File: src/rtl/bsfe_ram.sv
// ----------------------------------------------------------------------------
// bsfe_ram: generic single-port-write, single-port-read RAM
// One write and one registered read per cycle; read data holds when idle.
// ----------------------------------------------------------------------------
module bsfe_ram #(
	parameter int WIDTH  = 64,
	parameter int DEPTH  = 64,
	parameter int ADDR_W = (DEPTH > 1) ? $clog2(DEPTH) : 1
) (
	input  logic              clk,
	input  logic              wr_en,
	input  logic [ADDR_W-1:0] wr_addr,
	input  logic [WIDTH-1:0]  wr_data,
	input  logic              rd_en,
	input  logic [ADDR_W-1:0] rd_addr,
	output logic [WIDTH-1:0]  rd_data
);

	logic [WIDTH-1:0] mem_q [DEPTH];
	logic [WIDTH-1:0] rd_data_q;

	always_ff @(posedge clk) begin
		if (wr_en) begin
			mem_q[wr_addr] <= wr_data;
		end
		if (rd_en) begin
			rd_data_q <= mem_q[rd_addr];
		end
	end

	assign rd_data = rd_data_q;

endmodule

File: config.mk
export PLATFORM = sky130hd
export DESIGN_NAME = bsfe_ram
export DESIGN_NICKNAME = d
export VERILOG_FILES = /design/src/rtl/bsfe_ram.sv
export SDC_FILE = /design/constraint.sdc
export NUM_CORES = 2
export LEC_CHECK = 0
export BUFFER_PORTS_ARGS = -buffer_cell sky130_fd_sc_hd__buf_2
export CORE_MARGIN = 2
export CORE_UTILIZATION = 60
export DETAILED_ROUTE_END_ITERATION = 12
export PLACE_DENSITY = 0.73
export SYNTH_ARGS = -nofsm -noshare
export SYNTH_HDL_FRONTEND = slang
export SYNTH_SLANG_ARGS = --single-unit
File: constraint.sdc
create_clock -name clk -period 8.2 [get_ports clk]
set_clock_uncertainty 0.15 [all_clocks]
set_input_delay 1.23 -clock clk [delete_from_list [all_inputs] [get_ports clk]]
set_output_delay 1.23 -clock clk [all_outputs]
set_load 0.01 [all_outputs]
==> flow_metrics.env <==
export IMPL_status="completed"
export IMPL_cts_buffers_inserted=404
export IMPL_synth_top_area_share=0.796
export IMPL_synth_fp_nets=6677
export IMPL_synthTopCellsByArea="edfxtp_1 (80%), mux4_2 (15%), mux2i_1 (0.86%), a22oi_1 (0.80%), buf_2 (0.54%)"
export IMPL_whs_path_depth=4
export IMPL_fin_util=0.676
export IMPL_fillerInstances=15346
export IMPL_drv_cap=0
export IMPL_ctsResizeCount=0
export IMPL_clkPwrFrac=0.416
export IMPL_grt_pass1_vias=76752
export IMPL_post_cts_repair_setup_buffers=0
export IMPL_worst_pin_slew_ns=1.38
export IMPL_pwr_share_comb=0.045
export IMPL_grt_util_all_layers=0.316
export IMPL_drtAntennaViolNets=0
export IMPL_yosysUniqueCellTypes=32
export IMPL_start_util=0.604
export IMPL_htree_levels=5
export IMPL_layout_nets=7039
export IMPL_setup_viol=0
export IMPL_cts_sinks=4160
export IMPL_first_pass_iters=5
export IMPL_synth_area_leader_cell="edfxtp_1"
export IMPL_rows=187
export IMPL_grt_pass1_wl_um=582000
export IMPL_syn_avg_cell_area_um2=23.8
export IMPL_ys_seq_area_frac=0.796
export IMPL_power_internal_mw=34.7
export IMPL_clock_latency_ns=0.94
export IMPL_viasPerCell=7.12
export IMPL_syn_inst=6598
export IMPL_die_w_um=516
export IMPL_cts_tree="built"
export IMPL_drtIter0Drc=12284
export IMPL_p_sw_frac=0.210
export IMPL_required_ns=8.77
export IMPL_worstSetupPathType="in2reg"
export IMPL_gp_congestion=0.811
export IMPL_drc=0
export IMPL_ctsHoldBuffers=0
export IMPL_clkTransAtPathRegs_ns=0.06
export IMPL_crit_path_end_kind="flip-flop"
export IMPL_timing_hold_violations_final=0
export IMPL_fin_tns_setup_ns=0
export IMPL_cp_start_kind="input port"
export IMPL_clockRootBuffer="clkbuf_16"
export IMPL_routed_wl_um=417000
export IMPL_r2r_cells=5
export IMPL_finalWorstSetupSlack_ns=4.12
export IMPL_antenna_found_initial=32
export IMPL_syn_cell_area_um2=157000
export IMPL_avgRoutedWirePerCell_um=38.6
export IMPL_powerDensity_nw_per_um2=250
export IMPL_cts_path_max_buffers=4
export IMPL_dp_hpwl_um=208000
export IMPL_seqPwrFrac=0.539
export IMPL_max_slew_margin=0.0788
export IMPL_min_path_type="reg2reg"
export IMPL_synth_seq_cells=4160
export IMPL_io_pins=143
export IMPL_leakage_nw=54.6
export IMPL_netSwitchingPower_mw=9.22
export IMPL_ir_drop_uv=211
export IMPL_rsz0062_at_grt="false"
export IMPL_drive_above_1_share=0.279
export IMPL_grt_overflow_total=0
export IMPL_die_y_um=516
export IMPL_crit_fanout=48
export IMPL_fmax_mhz=245
export IMPL_worstPathArrival_ns=4.65
export IMPL_area_growth_pct=11.9
export IMPL_vias=76828
export IMPL_port_buffers=142
export IMPL_drv_slew=0
export IMPL_place_ws_ns=3.33
export IMPL_post_route_min_period_ns=4.08
export IMPL_dieArea_um2=266000
export IMPL_grt_max_degree=106
export IMPL_ys_warn_count=0
export IMPL_fin_crit_sh=0.497
export IMPL_design_core_area_um2=260000
## path summary, 6_finish.rpt
path	start	to	slack [ns]
worst max-delay path	rd_addr[2]	rd_data[55]	4.12
worst min-delay path	mem_q[36][12]	rd_data[12]	0.77
worst max register to register	mem_q[49][35]	rd_data[35]	5.66
worst min register to register	mem_q[36][12]	rd_data[12]	0.77
## worst max-delay path, stage by stage
cell and delay (ns):
buf_8 0.23, buf_4 0.36, nor2_4 0.98, buf_4 0.79, a22oi_1 0.22, and3_1 0.25, a211oi_1 0.29
## power by group through the flow
stage | clock network (mW) | logic [mW] | registers, mW
2_1_floorplan | 0 | 1.10 | 24.1
3_3_place_gp | 0 | 1.90 | 24.1
3_5_place_dp | 0 | 1.94 | 24.1
4_1_cts | 18.4 | 1.96 | 23.7
5_1_grt | 19.2 | 2.07 | 23.7
6_report | 18.3 | 1.97 | 23.7
## sequential cells by signal, summed over array words and instances (netlist names)
signal	flops
mem_q	4096
rd_data	64
## cells in the mapped netlist (all sizes together)
cell	count
o22ai	83
and2	3
buf	230
mux4	1024
a2bb2oi	19
nand4	2
nand2b	11
a211oi	63
or3b	1
or3	29
a31oi	18
nor2b	28
inv	19
nor3	2
clkbuf	140
and3	64
o221ai	38
or2	28
nand2	58
nand4b	1
edfxtp	4160
nand3b	2
a31o	1
a22oi	168
a22o	88
nand3	45
nor2	112
a41oi	26
mux2i	135
## layer usage
metal  routed length, um  track usage  share of wire
met4               20100        0.135          0.048
met2              199000        0.493           0.48
met3               50700       0.0691           0.12
met1              147000        0.440           0.35
met5                  72            0        0.00017
## layout by cell type (no fill, tap or decap), drive strengths merged, types with 2 or more instances in the layout
master,instances
a211oi,63
a22o,88
a22oi,168
a2bb2oi,19
a31oi,18
a41oi,26
and2,3
and3,64
buf,326
bufinv,41
clkbuf,466
clkinv,182
clkinvlp,24
diode,15
edfxtp,4160
inv,31
mux2i,135
mux4,1024
nand2,58
nand2b,11
nand3,45
nand3b,2
nand4,2
nor2,112
nor2b,28
nor3,2
o221ai,38
o22ai,83
or2,28
or3,29
## layout make-up
type,instances,area (um^2),share of cell area
Clock inverter,259,2480,0.0141
Timing Repair Buffer,326,2580,0.0147
Clock buffer,466,10500,0.0596
Multi-Input combinational cell,2049,30800,0.175
Antenna cell,15,37.5,0.000214
Tap cell,3496,4370,0.0249
Sequential cell,4160,125000,0.711
Inverter,19,71.3,0.000406
## logic make-up after synthesis
kind of cell,Yosys count,share of synthesized area
buffers and inverters,389,0.0118
AO/OA/AOI/OAI,504,0.0247
flip-flops,4160,0.796
multiplexers,1159,0.156
AND/OR/NAND/NOR,386,0.0123
## through the flow
| stage | cells | power (mW) | cell area [um^2] | hold WS [ns] |
|---|---|---|---|---|
| floorplan | 6598 | 25.2 | 157000 | 0.715 |
| global placement | 10050 | 26.0 | 163000 | 0.744 |
| detailed placement | 10050 | 26.1 | 163000 | 0.754 |
| CTS | 10775 | 44.1 | 176000 | 0.755 |
| global route | 10782 | 45.0 | 176000 | 0.763 |
| finish | 10790 | 44.0 | 176000 | 0.769 |
Note: power is estimated with default switching activity, not from simulation.
